<file path="src/wav_pcm_stream_parser_assert.svh">
// assertion macros used by the wav parser engine
`ifndef WAV_PCM_STREAM_PARSER_ASSERT_SVH
`define WAV_PCM_STREAM_PARSER_ASSERT_SVH

// same-cycle implication
`define WPP_ASSERT_IMP(lbl, clk, rst, a, c) \
  lbl: assert property (@(posedge clk) disable iff (rst) (a) |-> (c)) \
    else $error("assertion failed");

// next-cycle implication
`define WPP_ASSERT_NXT(lbl, clk, rst, a, c) \
  lbl: assert property (@(posedge clk) disable iff (rst) (a) |=> (c)) \
    else $error("assertion failed");

`endif

</file>
<file path="src/wpp_pkg.sv">
// types and constants of the wav pcm stream parser
package wpp_pkg;

  typedef struct packed {
    logic [7:0] data_byte;
    logic       end_of_file;
  } in_item_t;

  typedef struct packed {
    logic [1:0]         kind;
    logic signed [31:0] sample;
    logic [14:0]        channel;
    logic [31:0]        frame_index;
    logic [1:0]         sample_bits;
    logic [3:0]         error_code;
    logic [31:0]        frames_read;
    logic               last;
  } out_item_t;

  localparam logic [1:0] KIND_SAMPLE = 2'd0;
  localparam logic [1:0] KIND_ERROR  = 2'd1;
  localparam logic [1:0] KIND_DONE   = 2'd2;

  localparam logic [3:0] ERR_RIFF     = 4'd0;
  localparam logic [3:0] ERR_WAVE     = 4'd1;
  localparam logic [3:0] ERR_FMT_MARK = 4'd2;
  localparam logic [3:0] ERR_FMT_SIZE = 4'd3;
  localparam logic [3:0] ERR_TAG      = 4'd4;
  localparam logic [3:0] ERR_CHANNELS = 4'd5;
  localparam logic [3:0] ERR_BITS     = 4'd6;
  localparam logic [3:0] ERR_ALIGN    = 4'd7;
  localparam logic [3:0] ERR_BLOCK    = 4'd8;

  localparam logic [31:0] MARK_RIFF = 32'h4646_4952;
  localparam logic [31:0] MARK_WAVE = 32'h4556_4157;
  localparam logic [31:0] MARK_FMT  = 32'h2074_6D66;
  localparam logic [31:0] MARK_DATA = 32'h6174_6164;

  localparam logic [15:0] TAG_PCM        = 16'h0001;
  localparam logic [15:0] TAG_EXTENSIBLE = 16'hFFFE;

  localparam logic [31:0] FMT_LEN_16 = 32'd16;
  localparam logic [31:0] FMT_LEN_18 = 32'd18;
  localparam logic [31:0] FMT_LEN_40 = 32'd40;

  localparam logic [15:0] BITS_8  = 16'd8;
  localparam logic [15:0] BITS_16 = 16'd16;
  localparam logic [15:0] BITS_24 = 16'd24;

  // header byte offsets that complete a field
  localparam logic [5:0] POS_RIFF_MARK = 6'd3;
  localparam logic [5:0] POS_RIFF_SIZE = 6'd7;
  localparam logic [5:0] POS_WAVE_MARK = 6'd11;
  localparam logic [5:0] POS_FMT_MARK  = 6'd15;
  localparam logic [5:0] POS_FMT_SIZE  = 6'd19;
  localparam logic [5:0] POS_TAG       = 6'd21;
  localparam logic [5:0] POS_CHANNELS  = 6'd23;
  localparam logic [5:0] POS_BLOCK     = 6'd33;
  localparam logic [5:0] POS_BITS      = 6'd35;

  localparam logic CFG_FIRST_FRAME = 1'b0;
  localparam logic CFG_STOP_FRAME  = 1'b1;

  typedef enum logic [6:0] {
    PH_HEADER = 7'b0000001,
    PH_EXT    = 7'b0000010,
    PH_CHUNK  = 7'b0000100,
    PH_SKIP   = 7'b0001000,
    PH_DATA   = 7'b0010000,
    PH_CHECK  = 7'b0100000,
    PH_HALT   = 7'b1000000
  } phase_t;

  typedef struct packed {
    logic       room;
    logic [1:0] cnt;
  } res_ctl_t;

endpackage

</file>
<file path="src/wpp_inq.sv">
// two-entry input byte queue in front of the parser engine
module wpp_inq (
  input  logic               clk,
  input  logic               rst,
  input  logic               push,
  input  wpp_pkg::in_item_t  din,
  output logic               full,
  input  logic               take,
  output logic               valid,
  output wpp_pkg::in_item_t  dout
);
  wpp_pkg::in_item_t ent [2];
  logic       wr_ptr;
  logic       rd_ptr;
  logic [1:0] count;
  logic       do_push;
  logic       do_take;

  assign full    = (count == 2'd2);
  assign valid   = (count != 2'd0);
  assign dout    = ent[rd_ptr];
  assign do_push = push && !full;
  assign do_take = take && valid;

  always_ff @(posedge clk) begin
    if (rst) begin
      wr_ptr <= 1'b0;
      rd_ptr <= 1'b0;
      count  <= 2'd0;
    end else begin
      if (do_push) wr_ptr <= ~wr_ptr;
      if (do_take) rd_ptr <= ~rd_ptr;
      count <= count + {1'b0, do_push} - {1'b0, do_take};
    end
  end

  always_ff @(posedge clk) begin
    if (do_push) ent[wr_ptr] <= din;
  end
endmodule

</file>
<file path="src/wpp_outq.sv">
// four-entry result queue, takes up to two results per cycle
module wpp_outq (
  input  logic               clk,
  input  logic               rst,
  input  logic [1:0]         push_n,
  input  wpp_pkg::out_item_t d0,
  input  wpp_pkg::out_item_t d1,
  output logic               room,
  input  logic               pop,
  output logic               empty,
  output wpp_pkg::out_item_t dout
);
  wpp_pkg::out_item_t ent [4];
  logic [1:0] wr_ptr;
  logic [1:0] rd_ptr;
  logic [2:0] count;
  logic       do_pop;

  assign empty  = (count == 3'd0);
  assign room   = (count <= 3'd2);
  assign dout   = ent[rd_ptr];
  assign do_pop = pop && !empty;

  always_ff @(posedge clk) begin
    if (rst) begin
      wr_ptr <= 2'd0;
      rd_ptr <= 2'd0;
      count  <= 3'd0;
    end else begin
      wr_ptr <= wr_ptr + push_n;
      if (do_pop) rd_ptr <= rd_ptr + 2'd1;
      count <= count + {1'b0, push_n} - {2'b0, do_pop};
    end
  end

  always_ff @(posedge clk) begin
    if (push_n != 2'd0) ent[wr_ptr] <= d0;
    if (push_n == 2'd2) ent[wr_ptr + 2'd1] <= d1;
  end
endmodule

</file>
<file path="src/wpp_mod.sv">
// restoring remainder unit, one dividend bit per cycle
module wpp_mod (
  input  logic        clk,
  input  logic        rst,
  input  logic        start,
  input  logic [31:0] dividend,
  input  logic [15:0] divisor,
  output logic        busy,
  output logic        done,
  output logic        rem_zero
);
  logic [31:0] shreg;
  logic [15:0] dsr;
  logic [15:0] rem;
  logic [4:0]  step;
  logic [16:0] trial;
  logic [15:0] rem_next;

  always_comb begin
    trial    = {rem, shreg[31]};
    rem_next = (trial >= {1'b0, dsr}) ? 16'(trial - {1'b0, dsr}) : trial[15:0];
  end

  always_ff @(posedge clk) begin
    if (rst) begin
      busy <= 1'b0;
      done <= 1'b0;
      step <= 5'd0;
    end else begin
      done <= 1'b0;
      if (start) begin
        busy <= 1'b1;
        step <= 5'd0;
      end else if (busy) begin
        step <= step + 5'd1;
        if (step == 5'd31) begin
          busy <= 1'b0;
          done <= 1'b1;
        end
      end
    end
  end

  always_ff @(posedge clk) begin
    if (start) begin
      shreg <= dividend;
      dsr   <= divisor;
      rem   <= 16'd0;
    end else if (busy) begin
      shreg <= {shreg[30:0], 1'b0};
      rem   <= rem_next;
    end
  end

  assign rem_zero = (rem == 16'd0);
endmodule

</file>
<file path="src/wpp_engine.sv">
// parser engine: header checks, chunk walk and sample assembly
`include "wav_pcm_stream_parser_assert.svh"
module wpp_engine #(
  parameter int POSITION_BITS = 32
) (
  input  logic               clk,
  input  logic               rst,
  input  logic [31:0]        first_frame,
  input  logic [31:0]        stop_frame,
  input  logic               in_valid,
  input  wpp_pkg::in_item_t  in_item,
  output logic               in_take,
  input  logic               out_room,
  output wpp_pkg::res_ctl_t  res_ctl,
  output wpp_pkg::out_item_t res0,
  output wpp_pkg::out_item_t res1
);
  wpp_pkg::phase_t phase, phase_next;
  logic [POSITION_BITS-1:0] byte_position, byte_position_next;
  logic [POSITION_BITS-1:0] riff_end, riff_end_next;
  logic [5:0]  fmt_length, fmt_length_next;
  logic [14:0] channel_count, channel_count_next;
  logic [15:0] block_bytes, block_bytes_next;
  logic [1:0]  nbytes, nbytes_next;
  logic [31:0] chunk_remaining, chunk_remaining_next;
  logic [31:0] mark_shift, mark_shift_next;
  logic [31:0] size_acc, size_acc_next;
  logic [31:0] frame_counter, frame_counter_next;
  logic [14:0] channel_counter, channel_counter_next;
  logic [23:0] sample_assembly, sample_assembly_next;
  logic [1:0]  sample_byte_index, sample_byte_index_next;
  logic [31:0] emitted_count, emitted_count_next;
  logic        chk_eof, chk_eof_next;

  logic        div_start, div_busy, div_done, div_zero;
  logic [31:0] ms;
  logic [31:0] sz;
  logic [15:0] hi;
  logic [23:0] asm_new;
  logic [2:0]  idx_inc;
  logic [14:0] ch_inc;
  logic [16:0] frame_bytes;
  logic        in_range;
  logic        samp_now, evt_now, fin_now, eof_now, chunk_end_now;
  logic [3:0]  evt_code;
  logic        evt_fail;
  logic [31:0] samp_val;
  wpp_pkg::out_item_t samp_r, evt_r, fin_r;

  wpp_mod u_mod (
    .clk      (clk),
    .rst      (rst),
    .start    (div_start),
    .dividend (size_acc_next),
    .divisor  (block_bytes),
    .busy     (div_busy),
    .done     (div_done),
    .rem_zero (div_zero)
  );

  always_comb begin
    phase_next             = phase;
    byte_position_next     = byte_position;
    riff_end_next          = riff_end;
    fmt_length_next        = fmt_length;
    channel_count_next     = channel_count;
    block_bytes_next       = block_bytes;
    nbytes_next            = nbytes;
    chunk_remaining_next   = chunk_remaining;
    mark_shift_next        = mark_shift;
    size_acc_next          = size_acc;
    frame_counter_next     = frame_counter;
    channel_counter_next   = channel_counter;
    sample_assembly_next   = sample_assembly;
    sample_byte_index_next = sample_byte_index;
    emitted_count_next     = emitted_count;
    chk_eof_next           = chk_eof;
    in_take       = 1'b0;
    div_start     = 1'b0;
    samp_now      = 1'b0;
    evt_now       = 1'b0;
    evt_fail      = 1'b0;
    evt_code      = wpp_pkg::ERR_RIFF;
    eof_now       = 1'b0;
    chunk_end_now = 1'b0;
    samp_val      = 32'd0;
    in_range      = 1'b0;
    ms      = {in_item.data_byte, mark_shift[31:8]};
    sz      = {in_item.data_byte, size_acc[31:8]};
    hi      = ms[31:16];
    asm_new = sample_assembly;
    case (sample_byte_index)
      2'd0:    asm_new[7:0]   = sample_assembly[7:0]   | in_item.data_byte;
      2'd1:    asm_new[15:8]  = sample_assembly[15:8]  | in_item.data_byte;
      2'd2:    asm_new[23:16] = sample_assembly[23:16] | in_item.data_byte;
      default: asm_new        = sample_assembly;
    endcase
    idx_inc     = {1'b0, sample_byte_index} + 3'd1;
    ch_inc      = channel_counter + 15'd1;
    frame_bytes = 17'(channel_count) * 17'(nbytes);

    if (phase == wpp_pkg::PH_CHECK) begin
      if (div_done) begin
        eof_now = chk_eof;
        if (!div_zero) begin
          evt_now  = 1'b1;
          evt_fail = 1'b1;
          evt_code = wpp_pkg::ERR_ALIGN;
        end else if (frame_bytes != {1'b0, block_bytes}) begin
          evt_now  = 1'b1;
          evt_fail = 1'b1;
          evt_code = wpp_pkg::ERR_BLOCK;
        end else begin
          phase_next             = wpp_pkg::PH_DATA;
          channel_counter_next   = 15'd0;
          sample_assembly_next   = 24'd0;
          sample_byte_index_next = 2'd0;
          chunk_remaining_next   = size_acc;
          if (size_acc == 32'd0) chunk_end_now = 1'b1;
        end
      end
    end else if (in_valid && out_room) begin
      in_take = 1'b1;
      eof_now = in_item.end_of_file;
      if (phase != wpp_pkg::PH_HALT) begin
        byte_position_next = byte_position + POSITION_BITS'(1);
        case (phase)
          wpp_pkg::PH_HEADER: begin
            mark_shift_next = ms;
            case (byte_position[5:0])
              wpp_pkg::POS_RIFF_MARK: begin
                if (ms != wpp_pkg::MARK_RIFF) begin
                  evt_now = 1'b1; evt_fail = 1'b1; evt_code = wpp_pkg::ERR_RIFF;
                end
              end
              wpp_pkg::POS_RIFF_SIZE: riff_end_next = POSITION_BITS'({1'b0, ms} + 33'd8);
              wpp_pkg::POS_WAVE_MARK: begin
                if (ms != wpp_pkg::MARK_WAVE) begin
                  evt_now = 1'b1; evt_fail = 1'b1; evt_code = wpp_pkg::ERR_WAVE;
                end
              end
              wpp_pkg::POS_FMT_MARK: begin
                if (ms != wpp_pkg::MARK_FMT) begin
                  evt_now = 1'b1; evt_fail = 1'b1; evt_code = wpp_pkg::ERR_FMT_MARK;
                end
              end
              wpp_pkg::POS_FMT_SIZE: begin
                if (ms == wpp_pkg::FMT_LEN_16 || ms == wpp_pkg::FMT_LEN_18 ||
                    ms == wpp_pkg::FMT_LEN_40) begin
                  fmt_length_next = ms[5:0];
                end else begin
                  evt_now = 1'b1; evt_fail = 1'b1; evt_code = wpp_pkg::ERR_FMT_SIZE;
                end
              end
              wpp_pkg::POS_TAG: begin
                if (hi != wpp_pkg::TAG_PCM && hi != wpp_pkg::TAG_EXTENSIBLE) begin
                  evt_now = 1'b1; evt_fail = 1'b1; evt_code = wpp_pkg::ERR_TAG;
                end
              end
              wpp_pkg::POS_CHANNELS: begin
                if (hi == 16'd0 || hi[15]) begin
                  evt_now = 1'b1; evt_fail = 1'b1; evt_code = wpp_pkg::ERR_CHANNELS;
                end else begin
                  channel_count_next = hi[14:0];
                end
              end
              wpp_pkg::POS_BLOCK: block_bytes_next = hi;
              wpp_pkg::POS_BITS: begin
                if (hi == wpp_pkg::BITS_8 || hi == wpp_pkg::BITS_16 ||
                    hi == wpp_pkg::BITS_24) begin
                  nbytes_next = hi[4:3];
                  if (fmt_length > 6'd16) begin
                    phase_next           = wpp_pkg::PH_EXT;
                    chunk_remaining_next = 32'(fmt_length - 6'd16);
                  end else begin
                    phase_next           = wpp_pkg::PH_CHUNK;
                    chunk_remaining_next = 32'd0;
                  end
                end else begin
                  evt_now = 1'b1; evt_fail = 1'b1; evt_code = wpp_pkg::ERR_BITS;
                end
              end
              default: ;
            endcase
          end
          wpp_pkg::PH_EXT: begin
            chunk_remaining_next = chunk_remaining - 32'd1;
            if (chunk_remaining_next == 32'd0) phase_next = wpp_pkg::PH_CHUNK;
          end
          wpp_pkg::PH_CHUNK: begin
            if (chunk_remaining < 32'd4) mark_shift_next = ms;
            else size_acc_next = sz;
            chunk_remaining_next = chunk_remaining + 32'd1;
            if (chunk_remaining == 32'd7) begin
              if (mark_shift == wpp_pkg::MARK_DATA) begin
                if (block_bytes == 16'd0) begin
                  evt_now = 1'b1; evt_fail = 1'b1; evt_code = wpp_pkg::ERR_ALIGN;
                end else begin
                  // alignment check runs in the remainder unit, byte result waits
                  phase_next   = wpp_pkg::PH_CHECK;
                  div_start    = 1'b1;
                  chk_eof_next = in_item.end_of_file;
                  eof_now      = 1'b0;
                end
              end else begin
                phase_next           = wpp_pkg::PH_SKIP;
                chunk_remaining_next = sz;
                if (sz == 32'd0) chunk_end_now = 1'b1;
              end
            end
          end
          wpp_pkg::PH_SKIP: begin
            chunk_remaining_next = chunk_remaining - 32'd1;
            if (chunk_remaining_next == 32'd0) chunk_end_now = 1'b1;
          end
          wpp_pkg::PH_DATA: begin
            if (idx_inc >= {1'b0, nbytes}) begin
              in_range = (frame_counter >= first_frame) && (frame_counter < stop_frame);
              case (nbytes)
                2'd1:    samp_val = {{24{asm_new[7]}}, asm_new[7:0]};
                2'd2:    samp_val = {{16{asm_new[15]}}, asm_new[15:0]};
                default: samp_val = {asm_new, 8'h00};
              endcase
              samp_now = in_range;
              if (ch_inc >= channel_count) begin
                channel_counter_next = 15'd0;
                if (in_range) emitted_count_next = emitted_count + 32'd1;
                frame_counter_next = frame_counter + 32'd1;
              end else begin
                channel_counter_next = ch_inc;
              end
              sample_assembly_next   = 24'd0;
              sample_byte_index_next = 2'd0;
            end else begin
              sample_assembly_next   = asm_new;
              sample_byte_index_next = idx_inc[1:0];
            end
            chunk_remaining_next = chunk_remaining - 32'd1;
            if (chunk_remaining_next == 32'd0) chunk_end_now = 1'b1;
          end
          default: ;
        endcase
      end
    end

    if (chunk_end_now) begin
      if (byte_position_next >= riff_end) begin
        evt_now = 1'b1;
      end else begin
        phase_next           = wpp_pkg::PH_CHUNK;
        chunk_remaining_next = 32'd0;
      end
    end
    if (evt_now) phase_next = wpp_pkg::PH_HALT;
    fin_now = eof_now && (phase_next != wpp_pkg::PH_HALT);

    samp_r             = '0;
    samp_r.kind        = wpp_pkg::KIND_SAMPLE;
    samp_r.sample      = samp_val;
    samp_r.channel     = channel_counter;
    samp_r.frame_index = frame_counter;
    samp_r.sample_bits = nbytes - 2'd1;
    evt_r              = '0;
    evt_r.kind         = evt_fail ? wpp_pkg::KIND_ERROR : wpp_pkg::KIND_DONE;
    evt_r.error_code   = evt_fail ? evt_code : 4'd0;
    evt_r.frames_read  = evt_fail ? 32'd0 : emitted_count_next;
    fin_r              = '0;
    fin_r.kind         = wpp_pkg::KIND_DONE;
    fin_r.frames_read  = emitted_count_next;

    res_ctl.room = out_room;
    res_ctl.cnt  = {1'b0, samp_now} + {1'b0, evt_now} + {1'b0, fin_now};
    res0 = samp_now ? samp_r : (evt_now ? evt_r : fin_r);
    res1 = (samp_now && evt_now) ? evt_r : fin_r;
    if (res_ctl.cnt == 2'd1) res0.last = 1'b1;
    if (res_ctl.cnt == 2'd2) res1.last = 1'b1;

    // end of file rearms the parser for the next file
    if (eof_now) begin
      phase_next             = wpp_pkg::PH_HEADER;
      byte_position_next     = '0;
      riff_end_next          = '0;
      fmt_length_next        = 6'd0;
      channel_count_next     = 15'd0;
      block_bytes_next       = 16'd0;
      nbytes_next            = 2'd0;
      chunk_remaining_next   = 32'd0;
      mark_shift_next        = 32'd0;
      size_acc_next          = 32'd0;
      frame_counter_next     = 32'd0;
      channel_counter_next   = 15'd0;
      sample_assembly_next   = 24'd0;
      sample_byte_index_next = 2'd0;
      emitted_count_next     = 32'd0;
    end
  end

  always_ff @(posedge clk) begin
    if (rst) begin
      phase             <= wpp_pkg::PH_HEADER;
      byte_position     <= '0;
      riff_end          <= '0;
      fmt_length        <= 6'd0;
      channel_count     <= 15'd0;
      block_bytes       <= 16'd0;
      nbytes            <= 2'd0;
      chunk_remaining   <= 32'd0;
      mark_shift        <= 32'd0;
      size_acc          <= 32'd0;
      frame_counter     <= 32'd0;
      channel_counter   <= 15'd0;
      sample_assembly   <= 24'd0;
      sample_byte_index <= 2'd0;
      emitted_count     <= 32'd0;
      chk_eof           <= 1'b0;
    end else begin
      phase             <= phase_next;
      byte_position     <= byte_position_next;
      riff_end          <= riff_end_next;
      fmt_length        <= fmt_length_next;
      channel_count     <= channel_count_next;
      block_bytes       <= block_bytes_next;
      nbytes            <= nbytes_next;
      chunk_remaining   <= chunk_remaining_next;
      mark_shift        <= mark_shift_next;
      size_acc          <= size_acc_next;
      frame_counter     <= frame_counter_next;
      channel_counter   <= channel_counter_next;
      sample_assembly   <= sample_assembly_next;
      sample_byte_index <= sample_byte_index_next;
      emitted_count     <= emitted_count_next;
      chk_eof           <= chk_eof_next;
    end
  end

  `WPP_ASSERT_IMP(a_check_has_div, clk, rst, phase == wpp_pkg::PH_CHECK, div_busy || div_done)
  `WPP_ASSERT_IMP(a_push_has_room, clk, rst, res_ctl.cnt != 2'd0, out_room)
  `WPP_ASSERT_NXT(a_halt_holds, clk, rst, phase == wpp_pkg::PH_HALT && !in_take, phase == wpp_pkg::PH_HALT)
endmodule

</file>
<file path="src/wav_pcm_stream_parser.sv">
// top level of the wav pcm stream parser
// A WAV file enters one byte per transaction on the input queue (push/full,
// in_item with data_byte and end_of_file). Results leave through the result
// queue (empty/pop, out_item): samples, one error, or done with frames_read.
// first_frame and stop_frame are written on cfg_we/cfg_addr/cfg_data and
// select the emitted frame range; write them only while the block is idle,
// which the block itself does not enforce. Throughput: one byte per cycle
// while the result queue has room. The eighth byte of a data chunk header
// starts the remainder unit for the alignment check, and no further byte is
// taken until that check is done. A result enters the result queue on the
// edge that accepts its byte, or on the edge that ends the alignment check.
// The two-entry input queue and four-entry result queue sit on either side
// of the engine; the engine takes a byte only while the result queue has
// room for two results, so a stalled receiver fills the result queue and
// then the input queue, and full rises.
// Reset clears both queues and the parser, and sets first_frame to 0 and
// stop_frame to all ones. After end_of_file the parser starts a new file.
module wav_pcm_stream_parser #(
  parameter int POSITION_BITS = 32
) (
  input  logic               clk,
  input  logic               rst,
  input  logic               push,
  output logic               full,
  input  wpp_pkg::in_item_t  in_item,
  output logic               empty,
  input  logic               pop,
  output wpp_pkg::out_item_t out_item,
  input  logic               cfg_we,
  input  logic               cfg_addr,
  input  logic [31:0]        cfg_data
);
  logic [31:0] first_frame;
  logic [31:0] stop_frame;
  logic        q_valid;
  logic        q_take;
  logic        out_room;
  wpp_pkg::in_item_t  q_item;
  wpp_pkg::res_ctl_t  res_ctl;
  wpp_pkg::out_item_t res0;
  wpp_pkg::out_item_t res1;

  always_ff @(posedge clk) begin
    if (rst) begin
      first_frame <= 32'd0;
      stop_frame  <= 32'hFFFF_FFFF;
    end else if (cfg_we) begin
      if (cfg_addr == wpp_pkg::CFG_FIRST_FRAME) first_frame <= cfg_data;
      if (cfg_addr == wpp_pkg::CFG_STOP_FRAME) stop_frame <= cfg_data;
    end
  end

  wpp_inq u_inq (
    .clk   (clk),
    .rst   (rst),
    .push  (push),
    .din   (in_item),
    .full  (full),
    .take  (q_take),
    .valid (q_valid),
    .dout  (q_item)
  );

  wpp_engine #(
    .POSITION_BITS (POSITION_BITS)
  ) u_engine (
    .clk         (clk),
    .rst         (rst),
    .first_frame (first_frame),
    .stop_frame  (stop_frame),
    .in_valid    (q_valid),
    .in_item     (q_item),
    .in_take     (q_take),
    .out_room    (out_room),
    .res_ctl     (res_ctl),
    .res0        (res0),
    .res1        (res1)
  );

  wpp_outq u_outq (
    .clk    (clk),
    .rst    (rst),
    .push_n (res_ctl.cnt),
    .d0     (res0),
    .d1     (res1),
    .room   (out_room),
    .pop    (pop),
    .empty  (empty),
    .dout   (out_item)
  );
endmodule
</file>
<file path="config.mk">
export PLATFORM = sky130hd
export DESIGN_NAME = wav_pcm_stream_parser
export DESIGN_NICKNAME = d
export VERILOG_FILES = /design/src/wpp_pkg.sv /design/src/wpp_inq.sv /design/src/wpp_outq.sv /design/src/wpp_mod.sv /design/src/wpp_engine.sv /design/src/wav_pcm_stream_parser.sv
export VERILOG_INCLUDE_DIRS = /design/src /design/src/src
export SDC_FILE = /design/constraint.sdc
export NUM_CORES = 2
export LEC_CHECK = 0
export ABC_AREA = 0
export BUFFER_PORTS_ARGS = -buffer_cell sky130_fd_sc_hd__buf_2
export CORE_MARGIN = 5
export CORE_UTILIZATION = 45
export CTS_BUF_LIST = sky130_fd_sc_hd__clkbuf_8
export DETAILED_ROUTE_END_ITERATION = 10
export MAX_ROUTING_LAYER = met4
export PLACE_DENSITY = 0.69
export SYNTH_ARGS = -nofsm -noshare
export SYNTH_HDL_FRONTEND = slang
export SYNTH_SLANG_ARGS = --single-unit
</file>
<file path="constraint.sdc">
create_clock -name clk -period 14.1 [get_ports clk]
set_clock_uncertainty 0.1 [all_clocks]
set_input_delay 1.41 -clock clk [delete_from_list [all_inputs] [get_ports clk]]
set_output_delay 1.41 -clock clk [all_outputs]
set_load 0.01 [all_outputs]
</file>
==> results.sh <==
export IMPL_portBuffers=168
export IMPL_r2r_start="u_outq.count[0]$_SDFF_PP0_"
export IMPL_synth_top_flop_cell="dfxtp_1"
export IMPL_startpoint="u_outq.count[0]$_SDFF_PP0_"
export IMPL_setup_viol=0
export IMPL_dr_pass1_iters=5
export IMPL_antenna_found_initial=1
export IMPL_cts_resized=0
export IMPL_async_flop_share=0
export IMPL_synth_avg_cell_area_um2=9.59
export IMPL_synth_area_leaders="dfxtp_1 32%, edfxtp_1 14%, mux4_2 5.8%"
export IMPL_nets=5069
export IMPL_timing_final_crit_share=0.623
export IMPL_vias=37600
export IMPL_end_kind="flip-flop"
export IMPL_fin_util=0.502
export IMPL_max_clock_freq_mhz=114
export IMPL_grt_ovfl_total=0
export IMPL_routed_top_layer="met4"
export IMPL_grt_usage=0.236
export IMPL_period_minus_slack_ps=8780
export IMPL_synth_edf_count=222
export IMPL_cts_buffer_depth=3
export IMPL_initial_utilization=0.454
export IMPL_wl_met2_mm=59.9
export IMPL_area_delta_synth_final_pct=10.4
export IMPL_drive_above_1_share=0.127
export IMPL_r2r_cells=25
export IMPL_routed_wirelength_mm=132
export IMPL_coreArea_um2=102000
export IMPL_cts_sinks=959
export IMPL_cts_made_buffers=158
export IMPL_ys_seq_area_frac=0.461
export IMPL_ys_warnings_count=0
export IMPL_fin_area_um2=51200
export IMPL_synth_largest_area_cell="dfxtp_1"
export IMPL_leakagePower_uw=0.0197
export IMPL_clk_latency_ps=860
export IMPL_outcome="complete, no violations"
export IMPL_wl_met3_mm=9.68
export IMPL_die_area_um2=110000
export IMPL_ys_ff_latch=959
export IMPL_r2r_end="u_outq.ent[1][23]$_DFFE_PP_"
export IMPL_grt_pass1_vias=35400
export IMPL_min_from="u_outq.ent[0][114]$_SDFFE_PP0P_"
export IMPL_cp_arrival_ps=9150
export IMPL_ant_nets=0
export IMPL_cts_root_buf="clkbuf_8"
export IMPL_synth_cells=4839
export IMPL_ir_drop_mv=0.152
export IMPL_r2r_setup_slack_ps=5320
export IMPL_clk_pin_slew_ps=60
export IMPL_crit_fanout=48
export IMPL_place_hpwl_mm=87.2
export IMPL_synthesis_area_um2=46400
export IMPL_postLayoutSetupSlackWorst_ps=5320
export IMPL_hold_path_endpoint="u_outq.ent[0][114]$_SDFFE_PP0P_"
export IMPL_pre_cts_ws_ps=5370
export IMPL_power_density_nw_per_um2=138
export IMPL_crit_required_ps=14470
export IMPL_synth_distinct_cells=82
export IMPL_die_x_um=331
export IMPL_hold_viol_final=0
export IMPL_synth_nets=5053
export IMPL_drc=0
export IMPL_tightest_slew_ps=1280
export IMPL_synth_top_area_share=0.318
export IMPL_tns_ps=0
export IMPL_fp_dieH_um=331
export IMPL_drv_cap=0
export IMPL_grt_max_degree=83
export IMPL_cts_tree="built"
export IMPL_pin_count=169
export IMPL_critical_path_class="flip-flop to flip-flop"
export IMPL_hp_class="flip-flop to flip-flop"
export IMPL_core_rowCount=117
export IMPL_routabilityCongestion=0.947
export IMPL_rsz0062_at_grt="false"
export IMPL_avgRoutedWirePerCell_um=20.7
export IMPL_slew_violations=0
export IMPL_cts_hold_buf=0
export IMPL_htreeDepth=4
export IMPL_yosysMostFrequentCell="dfxtp_1"
export IMPL_start_kind="flip-flop"
export IMPL_grt_pass1_wl_mm=206
export IMPL_wl_met1_mm=57.9
export IMPL_hold_path_depth=2
export IMPL_cts_setup_buffers=0
export IMPL_placed_area_um2=48100
export IMPL_drtIter0Drc=3567
export IMPL_slew_headroom=0.145
export IMPL_synth_common_cells="737 x dfxtp_1, 463 x nand2_1, 423 x nor2_1"
export IMPL_via_per_inst=5.93
metal layers:
metal,global-route usage,up-vias
met5,-,-
met4,0.0820,0
met3,0.0406,249
met2,0.359,1401
met1,0.322,18400
li1,-,17600
cells in the final DEF (no fill, tap or decap), drive strengths merged, types with 15 or more instances in the layout:
cell,count
dfxtp,737
nand2,463
nor2,423
o21ai,277
inv,238
buf,223
edfxtp,222
a21oi,206
a22o,199
clkbuf,187
ha,162
nor3,158
nand3,134
a31oi,121
mux4,120
xnor2,112
mux2i,110
xor2,92
and3,89
nand4,70
and2,68
a211oi,66
nor4,66
a211o,37
nand2b,35
clkinv,34
nor2b,33
or3,30
or4,20
o21a,19
and4,18
o211ai,18
o31ai,17
a21o,15
worst max path at each step:
stage,slack [ps],to,cells past startpoint
3_5_place_dp,5370,u_outq.ent[1][0]$_DFFE_PP_,25
4_1_cts,5330,u_outq.ent[1][25]$_DFFE_PP_,25
3_3_place_gp,5620,u_outq.ent[1][0]$_DFFE_PP_,25
2_1_floorplan,6550,u_outq.ent[1][0]$_DFFE_PP_,30
5_1_grt,4710,u_outq.ent[1][23]$_DFFE_PP_,25
6_report,5320,u_outq.ent[1][23]$_DFFE_PP_,25
worst max-delay path, cell delays in order (launching register included):
cell	delay, ps
dfxtp_1	330
a21oi_1	220
o21a_1	360
o21a_1	480
and4_1	420
nand2_1	150
nor4_1	760
and4_1	320
xor2_1	80
ha_1	300
nand4_1	60
or2_2	310
or4_1	550
a211oi_1	250
o31ai_1	190
nor4_1	260
a311oi_1	90
and3_1	300
a22oi_1	310
fa_1	600
inv_1	200
nand2_1	100
nand2_1	210
nand2b_4	380
inv_1	590
buf_4	470
where the power goes:
group,leakage (uW),internal [uW],switching (uW)
sequential,0.00806,2980,190
clock,0.00184,1270,1160
combinational,0.00980,479,983
cell type report:
class                      count  area [um2]
inverter                     177         664
timing repair buffer         223        1250
multi-input combinational   3336       23000
fill                        9399       50900
tap                         1368        1710
clock buffer                 187        2570
clock inverter               100         581
antenna                        1        2.50
sequential                   959       21400
cell families after synthesis:
| family | share of synthesized area |
|---|---|
| compound gates | 0.152 |
| xor+xnor | 0.0385 |
| fa+ha+maj | 0.0458 |
| buf+inv | 0.0454 |
| flops | 0.461 |
| mux | 0.0844 |
| simple gates | 0.172 |
metrics by stage:
stage,total power (uW),hold WS [ps],instances
after floorplan,4140,320,4839
after global routing,7350,364,6351
after detailed placement,4670,340,6063
final,7060,350,6351
after global placement,4660,329,6063
after CTS,7090,354,6350
flip-flops by register name (all words and copies together) (netlist names), 18 cells and up, named ones only:
name,flops
u_outq.ent,480
first_frame,32
stop_frame,32
u_engine.byte_position,32
u_engine.chunk_remaining,32
u_engine.emitted_count,32
u_engine.frame_counter,32
u_engine.mark_shift,32
u_engine.riff_end,32
u_engine.size_acc,32
u_engine.u_mod.shreg,32
u_engine.sample_assembly,24
u_inq.ent,18
No activity file was read; power rests on OpenSTA's default activity.
